==> src/rtl/asfa_pkg.sv <==
package asfa_pkg;

    // Reading and accumulator widths
    localparam int VALUE_BITS    = 24;
    localparam int SUM_BITS      = 32;
    localparam int CNT_BITS      = 8;
    localparam int OUT_BITS      = 24;
    localparam int NUM_SENSORS   = 4;
    localparam int IDX_BITS      = 2;
    localparam int RESULT_BITS   = 2 * NUM_SENSORS * OUT_BITS;
    localparam int DIV_STEP_BITS = $clog2(SUM_BITS);

    // Register reset value
    localparam logic [CNT_BITS-1:0] FPA_RESET = 8'd20;

    // ASCII digit bounds
    localparam logic [7:0] ASCII_ZERO = 8'h30;
    localparam logic [7:0] ASCII_NINE = 8'h39;

    // Parse phase codes: skip byte, first run, last run
    localparam logic [3:0] PH_SKIP     = 4'd0;
    localparam logic [3:0] PH_FIRST    = 4'd1;
    localparam logic [3:0] PH_LAST_RUN = 4'd8;

    // Frame-end sequencer
    typedef enum logic [2:0] {
        ST_IDLE,
        ST_ACC,
        ST_DIV_START,
        ST_DIV_WAIT,
        ST_EMIT
    } asfa_state_t;

    // Controls from the sequencer to the parser
    typedef struct packed {
        logic take;
        logic last;
        logic clear;
    } pctl_t;

endpackage

==> src/rtl/asfa_parser.sv <==
module asfa_parser import asfa_pkg::*; (
    input  logic                                    aclk,
    input  logic                                    aresetn,
    input  pctl_t                                   ctl,
    input  logic [7:0]                              data_byte,
    output logic [NUM_SENSORS-1:0][VALUE_BITS-1:0]  readings
);

    logic [3:0]                             phase_reg, phase_next;
    logic [VALUE_BITS-1:0]                  int_reg, int_next;
    logic [VALUE_BITS-1:0]                  frac_reg, frac_next;
    logic [NUM_SENSORS-1:0][VALUE_BITS-1:0] rd_reg, rd_next;

    logic                   is_digit;
    logic [3:0]             digit_val;
    logic [3:0]             run_cur;
    logic [3:0]             run_nxt;
    logic                   fin_we;
    logic [IDX_BITS-1:0]    fin_idx;
    logic [VALUE_BITS-1:0]  fin_int;
    logic [VALUE_BITS-1:0]  fin_frac;

    // acc * 10 + d, saturating
    function automatic logic [VALUE_BITS-1:0] digit_push(
        input logic [VALUE_BITS-1:0] acc,
        input logic [3:0]            d
    );
        logic [VALUE_BITS+3:0] t;
        t = {1'b0, acc, 3'b000} + {3'b000, acc, 1'b0} + {{VALUE_BITS{1'b0}}, d};
        return (|t[VALUE_BITS+3:VALUE_BITS]) ? '1 : t[VALUE_BITS-1:0];
    endfunction

    // ip * 100 + fp, saturating
    function automatic logic [VALUE_BITS-1:0] finish_value(
        input logic [VALUE_BITS-1:0] ip,
        input logic [VALUE_BITS-1:0] fp
    );
        logic [VALUE_BITS+7:0] t;
        t = {2'b00, ip, 6'b000000} + {3'b000, ip, 5'b00000}
          + {6'b000000, ip, 2'b00} + {8'h00, fp};
        return (|t[VALUE_BITS+7:VALUE_BITS]) ? '1 : t[VALUE_BITS-1:0];
    endfunction

    assign is_digit  = (data_byte >= ASCII_ZERO) && (data_byte <= ASCII_NINE);
    assign digit_val = 4'(data_byte - ASCII_ZERO);
    assign run_cur   = phase_reg - 4'd1;
    assign run_nxt   = phase_next - 4'd1;
    assign readings  = rd_reg;

    // Byte parse and reading completion
    always_comb begin
        phase_next = phase_reg;
        int_next   = int_reg;
        frac_next  = frac_reg;
        rd_next    = rd_reg;
        fin_we     = 1'b0;
        fin_idx    = run_cur[2:1];
        fin_int    = int_reg;
        fin_frac   = frac_reg;
        if (ctl.clear) begin
            phase_next = PH_SKIP;
            int_next   = '0;
            frac_next  = '0;
            rd_next    = '0;
        end else if (ctl.take) begin
            if (phase_reg == PH_SKIP) begin
                phase_next = PH_FIRST;
            end else if (phase_reg <= PH_LAST_RUN) begin
                if (is_digit) begin
                    if (!run_cur[0]) begin
                        int_next = digit_push(int_reg, digit_val);
                    end else begin
                        frac_next = digit_push(frac_reg, digit_val);
                    end
                end else begin
                    // fraction run closed: reading complete
                    if (run_cur[0]) begin
                        fin_we    = 1'b1;
                        int_next  = '0;
                        frac_next = '0;
                    end
                    phase_next = phase_reg + 4'd1;
                end
            end
            // frame ends inside a run: close the open reading
            if (ctl.last && !fin_we && phase_next >= PH_FIRST
                    && phase_next <= PH_LAST_RUN) begin
                fin_we   = 1'b1;
                fin_idx  = run_nxt[2:1];
                fin_int  = int_next;
                fin_frac = frac_next;
            end
            if (fin_we) begin
                rd_next[fin_idx] = finish_value(fin_int, fin_frac);
            end
        end
    end

    always_ff @(posedge aclk) begin
        if (!aresetn) begin
            phase_reg <= PH_SKIP;
            int_reg   <= '0;
            frac_reg  <= '0;
            rd_reg    <= '0;
        end else begin
            phase_reg <= phase_next;
            int_reg   <= int_next;
            frac_reg  <= frac_next;
            rd_reg    <= rd_next;
        end
    end

endmodule

==> src/rtl/asfa_div.sv <==
module asfa_div import asfa_pkg::*; (
    input  logic                  aclk,
    input  logic                  aresetn,
    input  logic                  start,
    input  logic [SUM_BITS-1:0]   dividend,
    input  logic [CNT_BITS-1:0]   divisor,
    output logic                  done,
    output logic [OUT_BITS-1:0]   quotient
);

    logic                      busy_reg, busy_next;
    logic [DIV_STEP_BITS-1:0]  step_reg, step_next;
    logic [CNT_BITS-1:0]       rem_reg, rem_next;
    logic [SUM_BITS-1:0]       quo_reg, quo_next;
    logic [CNT_BITS-1:0]       dvs_reg, dvs_next;

    logic [CNT_BITS:0]     partial;
    logic [CNT_BITS:0]     diff;
    logic                  ge;

    // One restoring step per cycle, quotient bits shift in at the bottom
    assign partial  = {rem_reg, quo_reg[SUM_BITS-1]};
    assign diff     = partial - {1'b0, dvs_reg};
    assign ge       = partial >= {1'b0, dvs_reg};
    assign done     = busy_reg && (step_reg == '0);
    assign quotient = quo_next[OUT_BITS-1:0];

    always_comb begin
        busy_next = busy_reg;
        step_next = step_reg;
        rem_next  = rem_reg;
        quo_next  = quo_reg;
        dvs_next  = dvs_reg;
        if (start) begin
            busy_next = 1'b1;
            step_next = DIV_STEP_BITS'(SUM_BITS - 1);
            rem_next  = '0;
            quo_next  = dividend;
            dvs_next  = divisor;
        end else if (busy_reg) begin
            rem_next  = ge ? diff[CNT_BITS-1:0] : partial[CNT_BITS-1:0];
            quo_next  = {quo_reg[SUM_BITS-2:0], ge};
            step_next = step_reg - DIV_STEP_BITS'(1);
            if (step_reg == '0) begin
                busy_next = 1'b0;
            end
        end
    end

    always_ff @(posedge aclk) begin
        if (!aresetn) begin
            busy_reg <= 1'b0;
            step_reg <= '0;
        end else begin
            busy_reg <= busy_next;
            step_reg <= step_next;
        end
    end

    always_ff @(posedge aclk) begin
        rem_reg <= rem_next;
        quo_reg <= quo_next;
        dvs_reg <= dvs_next;
    end

endmodule

==> src/rtl/ascii_sensor_frame_averager.sv <==
// ASCII sensor frame averager.
// Input stream (s_*): one received byte per request in s_tdata, s_tlast on
// the final byte of a frame. Output stream (m_*): one result per frame with
// the four readings and the four averages in hundredths; m_tuser is high when
// the frame closes an averaging period (averages are zero otherwise).
// Configuration (cfg_*): frames_per_average, always ready, reset value 20;
// write it only while the block is idle.
// Bytes that do not end a frame are taken at one per cycle while the block is
// idle. A frame-end byte starts a sequence: the sum update, one sensor per
// cycle through the shared adder; on a period end, the bit-serial divider that
// forms the four averages one after another; then the load of the output.
// s_tready is low during that sequence.
// The output register lets bytes of the next frame enter while a result
// waits; the next frame end holds in its load cycle until m_tready frees it.
// Reset (aresetn low, synchronous) clears the parser, sums, frame count and
// output valid, and sets frames_per_average to 20.
module ascii_sensor_frame_averager import asfa_pkg::*; (
    input  logic                    aclk,
    input  logic                    aresetn,
    // config write
    input  logic                    cfg_valid,
    output logic                    cfg_ready,
    input  logic [CNT_BITS-1:0]     cfg_data,     // frames_per_average
    // byte input
    input  logic                    s_tvalid,
    output logic                    s_tready,
    input  logic [7:0]              s_tdata,      // data_byte
    input  logic                    s_tlast,      // last_byte
    // result output
    output logic                    m_tvalid,
    input  logic                    m_tready,
    // temperature_now, humidity_now, soil_now, light_now,
    // temperature_mean, humidity_mean, soil_mean, light_mean
    output logic [RESULT_BITS-1:0]  m_tdata,
    output logic                    m_tuser       // mean_valid
);

    asfa_state_t state_reg, state_next;

    logic [CNT_BITS-1:0]                  fpa_reg;
    logic [CNT_BITS-1:0]                  count_reg, count_next;
    logic [IDX_BITS-1:0]                  idx_reg, idx_next;
    logic                                 period_reg, period_next;
    logic [NUM_SENSORS-1:0][SUM_BITS-1:0] sums_reg, sums_next;
    logic [NUM_SENSORS-1:0][OUT_BITS-1:0] mean_reg, mean_next;

    logic                                 m_tvalid_reg, m_tvalid_next;
    logic [RESULT_BITS-1:0]               m_tdata_reg, m_tdata_next;
    logic                                 m_tuser_reg, m_tuser_next;

    pctl_t                                  pctl;
    logic [NUM_SENSORS-1:0][VALUE_BITS-1:0] readings;
    logic                                   div_start;
    logic                                   div_done;
    logic [OUT_BITS-1:0]                    div_quot;
    logic [SUM_BITS:0]                      acc_sum;
    logic                                   emit_ok;

    asfa_parser u_parser (
        .aclk      (aclk),
        .aresetn   (aresetn),
        .ctl       (pctl),
        .data_byte (s_tdata),
        .readings  (readings)
    );

    asfa_div u_div (
        .aclk     (aclk),
        .aresetn  (aresetn),
        .start    (div_start),
        .dividend (sums_reg[idx_reg]),
        .divisor  (count_reg),
        .done     (div_done),
        .quotient (div_quot)
    );

    assign cfg_ready = 1'b1;
    assign m_tvalid  = m_tvalid_reg;
    assign m_tdata   = m_tdata_reg;
    assign m_tuser   = m_tuser_reg;

    // Shared saturating adder, one sensor per cycle
    assign acc_sum = {1'b0, sums_reg[idx_reg]}
                   + {{(SUM_BITS + 1 - VALUE_BITS){1'b0}}, readings[idx_reg]};
    assign emit_ok = !m_tvalid_reg || m_tready;

    // Frame-end sequencer
    always_comb begin
        state_next    = state_reg;
        idx_next      = idx_reg;
        count_next    = count_reg;
        period_next   = period_reg;
        sums_next     = sums_reg;
        mean_next     = mean_reg;
        m_tvalid_next = m_tvalid_reg && !m_tready;
        m_tdata_next  = m_tdata_reg;
        m_tuser_next  = m_tuser_reg;
        pctl          = '0;
        div_start     = 1'b0;
        s_tready      = 1'b0;
        unique case (state_reg)
            ST_IDLE: begin
                s_tready  = 1'b1;
                pctl.take = s_tvalid;
                pctl.last = s_tlast;
                if (s_tvalid && s_tlast) begin
                    count_next = count_reg + 8'd1;
                    idx_next   = '0;
                    state_next = ST_ACC;
                end
            end
            ST_ACC: begin
                sums_next[idx_reg] = acc_sum[SUM_BITS] ? '1 : acc_sum[SUM_BITS-1:0];
                idx_next = idx_reg + IDX_BITS'(1);
                if (idx_reg == IDX_BITS'(NUM_SENSORS - 1)) begin
                    // count is at least one, so a zero register acts as one
                    period_next = count_reg >= fpa_reg;
                    idx_next    = '0;
                    state_next  = (count_reg >= fpa_reg) ? ST_DIV_START : ST_EMIT;
                end
            end
            ST_DIV_START: begin
                div_start  = 1'b1;
                state_next = ST_DIV_WAIT;
            end
            ST_DIV_WAIT: begin
                if (div_done) begin
                    mean_next[idx_reg] = div_quot;
                    if (idx_reg == IDX_BITS'(NUM_SENSORS - 1)) begin
                        idx_next   = '0;
                        state_next = ST_EMIT;
                    end else begin
                        idx_next   = idx_reg + IDX_BITS'(1);
                        state_next = ST_DIV_START;
                    end
                end
            end
            ST_EMIT: begin
                if (emit_ok) begin
                    for (int k = 0; k < NUM_SENSORS; k++) begin
                        m_tdata_next[k*OUT_BITS +: OUT_BITS] =
                            readings[k][OUT_BITS-1:0];
                        m_tdata_next[(NUM_SENSORS+k)*OUT_BITS +: OUT_BITS] =
                            period_reg ? mean_reg[k] : '0;
                    end
                    m_tuser_next  = period_reg;
                    m_tvalid_next = 1'b1;
                    pctl.clear    = 1'b1;
                    if (period_reg) begin
                        sums_next  = '0;
                        count_next = '0;
                    end
                    state_next = ST_IDLE;
                end
            end
            default: begin
                state_next = ST_IDLE;
            end
        endcase
    end

    always_ff @(posedge aclk) begin
        if (!aresetn) begin
            state_reg <= ST_IDLE;
        end else begin
            state_reg <= state_next;
        end
    end

    // Control and accumulator state
    always_ff @(posedge aclk) begin
        if (!aresetn) begin
            fpa_reg      <= FPA_RESET;
            count_reg    <= '0;
            idx_reg      <= '0;
            period_reg   <= 1'b0;
            sums_reg     <= '0;
            m_tvalid_reg <= 1'b0;
        end else begin
            if (cfg_valid && cfg_ready) begin
                fpa_reg <= cfg_data;
            end
            count_reg    <= count_next;
            idx_reg      <= idx_next;
            period_reg   <= period_next;
            sums_reg     <= sums_next;
            m_tvalid_reg <= m_tvalid_next;
        end
    end

    // Payload registers
    always_ff @(posedge aclk) begin
        mean_reg    <= mean_next;
        m_tdata_reg <= m_tdata_next;
        m_tuser_reg <= m_tuser_next;
    end

`ifndef NO_ASSERTIONS
    a_count_nonzero_in_acc: assert property (@(posedge aclk) disable iff (!aresetn)
        state_reg == ST_ACC |-> count_reg != '0)
        else $error("frame count zero while summing");

    a_div_done_in_wait: assert property (@(posedge aclk) disable iff (!aresetn)
        div_done |-> state_reg == ST_DIV_WAIT)
        else $error("divider finished outside its wait state");

    a_means_zero: assert property (@(posedge aclk) disable iff (!aresetn)
        (m_tvalid && !m_tuser) |-> m_tdata[RESULT_BITS-1:NUM_SENSORS*OUT_BITS] == '0)
        else $error("averages nonzero outside a period end");

    a_period_clears: assert property (@(posedge aclk) disable iff (!aresetn)
        (state_reg == ST_EMIT && emit_ok && period_reg)
            |=> (count_reg == '0 && sums_reg == '0))
        else $error("period end did not clear sums");
`endif

endmodule
==> config.mk <==
export PLATFORM = sky130hd
export DESIGN_NAME = ascii_sensor_frame_averager
export DESIGN_NICKNAME = d
export VERILOG_FILES = /design/src/rtl/asfa_pkg.sv /design/src/rtl/asfa_parser.sv /design/src/rtl/asfa_div.sv /design/src/rtl/ascii_sensor_frame_averager.sv
export SDC_FILE = /design/constraint.sdc
export NUM_CORES = 1
export LEC_CHECK = 0
export ABC_CLOCK_PERIOD_IN_PS = 30500
export BUFFER_PORTS_ARGS = -buffer_cell sky130_fd_sc_hd__buf_2
export CORE_UTILIZATION = 60
export CTS_BUF_LIST = sky130_fd_sc_hd__clkbuf_4
export DETAILED_ROUTE_END_ITERATION = 7
export PLACE_DENSITY = 0.76
export SETUP_SLACK_MARGIN = 0.05
export SLEW_MARGIN = 40
export SYNTH_ARGS = -nofsm -noshare
export SYNTH_HDL_FRONTEND = slang
export SYNTH_HIERARCHICAL = 1
export SYNTH_SLANG_ARGS = --single-unit
==> constraint.sdc <==
create_clock -name aclk -period 30.5 [get_ports aclk]
set_input_delay 0 -clock aclk [delete_from_list [all_inputs] [get_ports aclk]]
set_output_delay 0 -clock aclk [all_outputs]
set_load 0.02 [all_outputs]
Word-level counts from Yosys, hierarchy flattened
Index checks and enable logic that the tools add are counted.
Operators by class
  add/sub/neg operators: 16
  $lt $le $gt $ge: 11
  eq/ne operators: 10
  multiplexer cells: 85
  bitwise operators: 1
  reductions and logical operators: 32
Operators with widths (count)
  24-bit 2-to-1 mux: 22
  128-bit 2-to-1 mux: 2
  128-bit one-hot mux with 2 select lines: 1
  96-bit bitwise mux: 2
  32-bit 2-to-1 mux: 5
  128-bit bitwise mux: 1
  24-bit demux with 2-bit select: 2
  32-bit binary-select mux with 2-bit select: 1
  32-bit demux with 2-bit select: 1
  27-bit by 25-bit adder with 28-bit output: 2
  28-bit by 4-bit adder with 28-bit output: 2
  24-bit binary-select mux with 2-bit select: 1
  32-bit by 24-bit adder with 33-bit output: 1
  32-bit by 24-bit adder with 32-bit output: 1
  32-bit by 26-bit adder with 32-bit output: 1
  8-bit 2-to-1 mux: 4
  30-bit by 29-bit adder with 31-bit output: 1
  4-bit 2-to-1 mux: 7
  1-bit 2-to-1 mux: 18
  3-bit 2-to-1 mux: 6
  8-bit one-hot mux with 2 select lines: 1
  3-bit one-hot mux with 5 select lines: 1
  2-bit 2-to-1 mux: 7
  5-bit 2-to-1 mux: 2
  36 further kinds: 63
Word-level totals
  flip-flop bits (word level): 642
  bits of input ports: 22
  output and inout port bits: 196
  word-level logic and storage cells: 185

Logic depth before layout (Yosys ltp)
Gate-level depths: netlist of run 1.
  depth in word-level cells: 20
  depth in mapped cells: 30
  mapped depth without buffers: 27

Modules after synthesis
The synthesis of run 1 kept the hierarchy.
Modules (own cells, without submodules)
  ascii_sensor_frame_averager: times used 1, cells each 1460, area an instance 18702.9 um^2
  asfa_parser: times used 1, cells each 1337, area an instance 11850.1 um^2
  asfa_div: times used 1, cells each 280, area an instance 2746.4 um^2

Worst setup path before layout of run 1
Ideal clock, no wire load.
  path type: register to register
  start point: register state_reg[0]
  end point: register u_parser.frac_reg[10]
  arrival: 11.545 ns
  data required time: 30.383 ns
  path slack: 18.838 ns
  cell stages (with the launch flop): 10
  buffers on the path: 3
  period minus slack after synthesis: 11.662 ns
  path through: dfxtp_1 > clkbuf_1 > nor2_1 > nand2_1 > nor2_1 > nor2_1 > and3_1 > clkbuf_1 > clkbuf_1 > a22o_1
RTL lines
  from (decl): RTL line ascii_sensor_frame_averager.sv:38  | asfa_state_t state_reg, state_next;
  from (signal assigned): RTL line ascii_sensor_frame_averager.sv:166  | state_reg <= state_next;
  to (signal assigned): RTL line asfa_parser.sv:108  | frac_reg <= frac_next;
  to (decl): RTL line asfa_parser.sv:11  | logic [VALUE_BITS-1:0] frac_reg, frac_next;

Final worst setup path of run 1
  start point: input s_tdata[7]
  end point: register u_parser.rd_reg (netlist bit u_parser/readings[49])
On the way
  word-level cells in the longest chain between the ends: 20
  elaborated cells between the ends (all ways): 52
RTL lines
  from (decl): RTL line ascii_sensor_frame_averager.sv:27  | input logic [7:0] s_tdata,
  8-bit by 6-bit greater-or-equal comparator with 1-bit output / 8-bit by 6-bit <= comparator with 1-bit output (equally long branches): RTL line asfa_parser.sv:44  | assign is_digit = (data_byte >= ASCII_ZERO) && (data_byte <= ASCII_NINE);
  1-bit logical AND *: RTL line asfa_parser.sv:44
  branches (longest 18 deep; another with 30-bit by 29-bit adder with 31-bit output)
  to (signal assigned): RTL line asfa_parser.sv:109  | rd_reg <= rd_next;
  to (decl): RTL line asfa_parser.sv:12  | logic [NUM_SENSORS-1:0][VALUE_BITS-1:0] rd_reg, rd_next;
Mark *: on every way between the ends. The select of a mux whose other input is x is not followed.
A chain may end at the register's enable or synchronous reset.

==> impl_metrics.json, run 1 <==
{
  "timing_hold_violations_final": 0,
  "synthTopCellsByArea": "edfxtp_1 (28%), dfxtp_1 (20%), ha_1 (7.0%)",
  "drt_iter0_markers": 2106,
  "crit_path_top_delay_cell": "dlygate4sd3_1",
  "layout_setup_ws_ps": 21910,
  "viasPerCell": 6.31,
  "place_congestion": 0.991,
  "place_hpwl_um": 61400,
  "cts-buffers-inserted": 164,
  "start_util_pct": 61.3,
  "endpoint_kind": "flip-flop",
  "layout_common_cells": "dfxtp_1 (333), edfxtp_1 (305), clkbuf_4 (246)",
  "drtAntennaViolNets": 0,
  "grt_pass1_vias": 26400,
  "rows": 85,
  "fp.dieH_um": 238,
  "fin_crit_sh_pct": 28.2,
  "synth_edf_count": 305,
  "setup_viol": 0,
  "tightest_slew_ps": 924,
  "critPathLaunchType": "primary input",
  "hold_path.class": "in2reg",
  "synth_seq_cells": 642,
  "leakage_nw": 13.9,
  "cp_slowest_stage_delay_ps": 690,
  "synth_ff_type": "dfxtp_1",
  "post-place-ws_ps": 22110,
  "vias": 26400,
  "cts_resized": 0,
  "wl_per_cell_um": 21.5,
  "yosysWarningCount": 6,
  "path_buf_inv": 6,
  "slew_headroom_pct": 38.2,
  "cp_top_family": "compound AO/OA/AOI/OAI gates",
  "totalWireLength_um": 90100,
  "cts.sinks": 642,
  "crit_fanout": 30,
  "insertion_delay_ps": 1020,
  "crit_type": "in2reg",
  "final_common_cell": "dfxtp_1",
  "cts_tree": "yes",
  "io_pins": 218,
  "post_cts_buffers": 0,
  "port-buffer-count": 216,
  "rsz0062_at_grt": "false",
  "placeableCoreArea_um2": 54300,
  "fmax_mhz": 116,
  "clock_skew_ps": 86.6,
  "yosysSeqAreaShare_pct": 47.8,
  "clockBufferDepth": 3,
  "worstPathRequired_ps": 31340,
  "cts_root_buffer": "clkbuf_4",
  "cap_violations": 0,
  "drc_errors": 0,
  "overflow": 0,
  "htree_levels": 4,
  "outcome": "finished, final reports clean",
  "final_nets": 3578,
  "ir_worst_vdd_mv": 0.0312,
  "slew_violations": 0,
  "layout_min_cycle_time_ps": 8590,
  "fp.dieW_um": 238,
  "largest_register_ffs": 192,
  "fin_setup_tns_ps": 0,
  "drive_above_1_share_pct": 19.2,
  "p_per_area_nw_per_um2": 46.6,
  "ys_types": 110,
  "synth_nets": 3331,
  "async_reset_ff_share_pct": 0,
  "die-area_um2": 56400,
  "synth_area_per_cell_um2": 10.8,
  "synth_cells": 3077,
  "cpMostUsedCell": "dlygate4sd3_1",
  "fillers": 4029,
  "dr.pass1.iters": 5,
  "track_usage_pct": 32.0,
  "netlist_area_um2": 33300,
  "arrival_ps": 9430,
  "post-synth-top-area-cell": "edfxtp_1",
  "grt_max_degree": 126,
  "area_growth_pct": 12.1,
  "clk_pin_slew_ps": 60,
  "antenna_found_initial": 2,
  "synth_top_area_share_pct": 27.5,
  "cts_hold_buf": 54,
  "grt_pass1_wl_um": 141000
}
[through the flow]
stage / power [W] / std cells / util, % / area, µm² / hold WS (ps)
6_report: 0.00174 / 4188 / 68.7 / 37300 / 43.3
5_1_grt: 0.00181 / 4187 / 68.7 / 37300 / 16.6
4_1_cts: 0.00175 / 4181 / 68.5 / 37200 / 109
3_5_place_dp: 0.00102 / 3840 / 63.7 / 34600 / 227
3_3_place_gp: 0.00101 / 3838 / 63.5 / 34500 / 224
2_1_floorplan: 0.000991 / 3077 / - / 33300 / 117
[layer usage]
metal / track usage (%) / vias up / share of wire, %
li1: - / 12100 / -
met1: 37.2 / 12900 / 39
met2: 54.8 / 1169 / 50
met3: 6.99 / 255 / 7.0
met4: 17.7 / 0 / 4.7
met5: 0 / - / 0
[area by class of cell]
type                    count  area, µm²  share of cell area [%]
flip-flops and latches    642      15900                    42.6
inverters                 111        418                    1.12
clock inverters            41        259                   0.694
multi-input cells        2105      16000                    42.9
clock buffers             246       1850                    4.95
diodes                      4       10.0                  0.0268
well taps                 739        925                    2.48
repair buffers            300       1940                    5.19
[final timing paths]
path | start | to | slack (ps) | cells past startpoint
worst max-delay path | s_tdata[7] | u_parser/readings[49]$_SDFFE_PP0P_ | 21910 | 27
worst min-delay path | aresetn | period_reg$_SDFFE_PN0P_ | 40 | 3
worst max register to register | u_parser/int_reg[1]$_SDFFE_PP0P_ | u_parser/readings[49]$_SDFFE_PP0P_ | 21990 | 26
worst min register to register | u_parser/readings[45]$_SDFFE_PP0P_ | m_tdata[45]$_DFFE_PP_ | 410 | 0
[tightest hold or removal path, cell delays in order]
cell,delay (ps)
dlygate4sd3_1,530
buf_4,270
o211a_1,170
[kinds of logic after synthesis]
logic type      synth area share, %
fa+ha+maj                      9.75
buf+inv                        4.37
mux                            5.14
compound gates                 18.5
xor+xnor                       2.29
other cells                  0.0113
simple gates                   12.2
flops                          47.8
[cell usage after synthesis (all sizes together), types with 6 or more instances]
| master | instances |
|---|---|
| mux4 | 56 |
| edfxtp | 305 |
| a21o | 33 |
| a221oi | 7 |
| inv | 111 |
| nand3 | 105 |
| a22oi | 15 |
| nand2b | 38 |
| or2 | 13 |
| a31oi | 43 |
| xor2 | 43 |
| o21a | 25 |
| o211ai | 21 |
| a21oi | 227 |
| nor4 | 26 |
| and2 | 118 |
| a2bb2oi | 20 |
| ha | 186 |
| nand2 | 177 |
| and4 | 12 |
| o31a | 9 |
| or4 | 7 |
| a41oi | 11 |
| a211oi | 42 |
| nor2 | 160 |
| buf | 78 |
| clkbuf | 141 |
| a2111oi | 11 |
| o22ai | 6 |
| xnor2 | 44 |
| a22o | 28 |
| or3 | 8 |
| o21bai | 22 |
| nor3b | 7 |
| fa | 46 |
| nor3 | 24 |
| a311oi | 14 |
| o221a | 65 |
| o21ai | 249 |
| dfxtp | 337 |
| nor2b | 17 |
| nand4 | 39 |
| and3 | 19 |
| mux2i | 40 |
[power by group]
group / switching [W] / internal (W)
logic: 0.0000525 / 0.0000341
clock network: 0.000354 / 0.000381
registers: 0.0000117 / 0.000908
total: 0.000418 / 0.00132
No activity file was read; power rests on OpenSTA's default activity.
==> run 2: changes to the inputs <==
--- a/config.mk
+++ b/config.mk
@@ -5,9 +5,9 @@
 export SDC_FILE = /design/constraint.sdc
 export NUM_CORES = 1
 export LEC_CHECK = 0
-export ABC_CLOCK_PERIOD_IN_PS = 30500
+export ABC_CLOCK_PERIOD_IN_PS = 7000
 export BUFFER_PORTS_ARGS = -buffer_cell sky130_fd_sc_hd__buf_2
-export CORE_UTILIZATION = 60
+export CORE_UTILIZATION = 57
 export CTS_BUF_LIST = sky130_fd_sc_hd__clkbuf_4
 export DETAILED_ROUTE_END_ITERATION = 7
 export PLACE_DENSITY = 0.76
==> constraint.sdc (replaced) <==
create_clock -name aclk -period 7 [get_ports aclk]
set_input_delay 0 -clock aclk [delete_from_list [all_inputs] [get_ports aclk]]
set_output_delay 0 -clock aclk [all_outputs]
set_load 0.02 [all_outputs]
==> run 2 against run 1 <==
Net effect:
- the flow now finishes with violations (negative setup slack)
- worst hold slack better by 39 ps
- clock power grew to 4.2 times the previous value
- routed wire length increased by 3.5%
- clock skew down 8.5 ps
- first-iteration DRC count grew 17%
- sequential cell count stayed put
- setup slack lost 22000 ps
- utilization down 0.46 points
- critical path type is now reg2reg
- largest cell class unchanged
==> impl_metrics.json, run 2 (synthesis gave the netlist of run 1 again) <==
{
  "critPathLaunchType": "flip-flop",
  "grtUsageMet1_pct": 36.8,
  "violations": "negative setup slack",
  "grt-busiest-layer": "met2",
  "use_met3_pct": 5.60,
  "leakage_nw": 14.7,
  "final_nets": 3703,
  "die-area_um2": 59400,
  "cp_slowest_stage_delay_ps": 570,
  "multi_input_area_um2": 17100,
  "placeableCoreArea_um2": 57700,
  "rows": 88,
  "cts_tree": "yes",
  "cts.sinks": 642,
  "vias": 26800,
  "crit_type": "reg2reg",
  "dr.pass1.iters": 7,
  "antenna_found_initial": 2,
  "cts_root_buffer": "clkbuf_4",
  "ff2ff_path_depth": 28,
  "start_util_pct": 57.7,
  "insertion_delay_ps": 1020,
  "drive_above_1_share_pct": 25.0,
  "worstPathRequired_ps": 7870,
  "place_hpwl_um": 62100,
  "hold_depth": 6,
  "fmax_mhz": 141,
  "place_congestion": 0.933,
  "overflow": 0,
  "crit_path_top_delay_cell": "fa_1",
  "crit_fanout": 8,
  "grt_pass1_vias": 26500,
  "viasPerCell": 6.17,
  "final_common_cell": "dfxtp_1",
  "timing_hold_violations_final": 0,
  "wl_per_cell_um": 21.5,
  "drt_iter0_markers": 2455,
  "cts-buffers-inserted": 157,
  "port-buffer-count": 216,
  "fin_setup_tns_ps": -656,
  "rsz0062_at_grt": "true",
  "ir_worst_vdd_mv": 0.140,
  "layout_common_cells": "dfxtp_1 (328), edfxtp_1 (305), clkbuf_4 (234)",
  "clk_pin_slew_ps": 70,
  "fp.dieW_um": 244,
  "slew_headroom_pct": 24.0,
  "slew_violations": 0,
  "track_usage_pct": 30.4,
  "totalWireLength_um": 93300,
  "hold_path.class": "in2reg",
  "dp_cells": 3971,
  "clockBufferDepth": 3,
  "fp.dieH_um": 244,
  "holdWs_ps": 82.1,
  "layout_min_cycle_time_ps": 7070,
  "cap_violations": 0,
  "drtAntennaViolNets": 0,
  "drc_errors": 0,
  "arrival_ps": 7940,
  "seq_area_um2": 15900,
  "layout_setup_ws_ps": -67.7,
  "utilization_pct": 68.2,
  "p_per_area_nw_per_um2": 191,
  "grt_max_degree": 118,
  "outcome": "complete, but fails checks",
  "use_met2_pct": 51.9,
  "largest_register_ffs": 192,
  "final_cells": 4347,
  "area_growth_pct": 18.2,
  "setup_viol": 30,
  "htree_levels": 4,
  "clock_skew_ps": 78.0,
  "tightest_slew_ps": 1130,
  "io_pins": 218,
  "fillers": 4209,
  "grt_pass1_wl_um": 143000,
  "fin_crit_sh_pct": 101,
  "endpoint_kind": "flip-flop"
}
==> run 2: cell count changes in the layout (fill, tap and decap cells not counted), moves of 14 or more <==
cell / change
ha_1: -19
o221a_4: +24
nor2_1: -16
buf_4: +117
ha_4: +17
o221a_2: -24
a21oi_1: -14
==> run 2: timing repair <==
item                       4_1_cts  5_1_grt
gates cloned                     5        4
pin swaps                        9       69
gates resized for setup         43      143
hold buffers                    52        0
setup endpoints to repair       96       96
hold endpoints to repair       142        0
setup buffers                    7       18
==> run 2: power breakdown <==
| part | switching (W) | internal [W] |
|---|---|---|
| Clock | 0.00156 | 0.00155 |
| Combinational | 0.000238 | 0.000163 |
| Sequential | 0.0000572 | 0.00395 |
| Total | 0.00186 | 0.00567 |
==> run 2: worst paths after layout <==
path                                             end                                from  slack, ps
setup / recovery  u_parser/readings[85]$_SDFFE_PP0P_    u_parser/int_reg[2]$_SDFFE_PP0P_        -70
hold / removal      u_parser/phase_reg[2]$_SDFF_PN0_                          s_tdata[4]         80
hold reg to reg                m_tdata[49]$_DFFE_PP_  u_parser/readings[49]$_SDFFE_PP0P_        450
setup reg to reg  u_parser/readings[85]$_SDFFE_PP0P_    u_parser/int_reg[2]$_SDFFE_PP0P_        -70
==> run 2: final cells by class <==
cell class	instances	share of cell area, %
Antenna cell	5	0.0318
Clock buffer	234	4.46
Clock inverter	53	0.674
Inverter	111	1.06
Multi-Input combinational cell	2110	43.4
Sequential cell	642	40.5
Tap cell	765	2.43
Timing Repair Buffer	427	7.50
==> run 2: metrics by stage <==
| step | setup slack, ps | power (W) | cell area, µm² |
|---|---|---|---|
| 6_report | -67.7 | 0.00752 | 39400 |
| 5_1_grt | -304 | 0.00781 | 39300 |
| 4_1_cts | -13.5 | 0.00751 | 38200 |
| 3_5_place_dp | -210 | 0.00443 | 35400 |
| 3_3_place_gp | 20.0 | 0.00441 | 35400 |
| 2_1_floorplan | 87.2 | 0.00432 | 33300 |
==> run 2: metal layers <==
metal,vias up,routed length (µm)
li1,12400,-
met1,12900,36100
met2,1242,46400
met3,258,6450
met4,0,4270
met5,-,0
==> run 2: critical path: cells and delay by family, from the launching register on <==
family | cells | cell delay, ps
AO/OA/AOI/OAI | 12 | 2900
adder cells (fa/ha/maj) | 5 | 1930
AND/OR/NAND/NOR | 4 | 730
buffers and inverters | 6 | 720
flip-flops | 1 | 360
multiplexers | 1 | 280
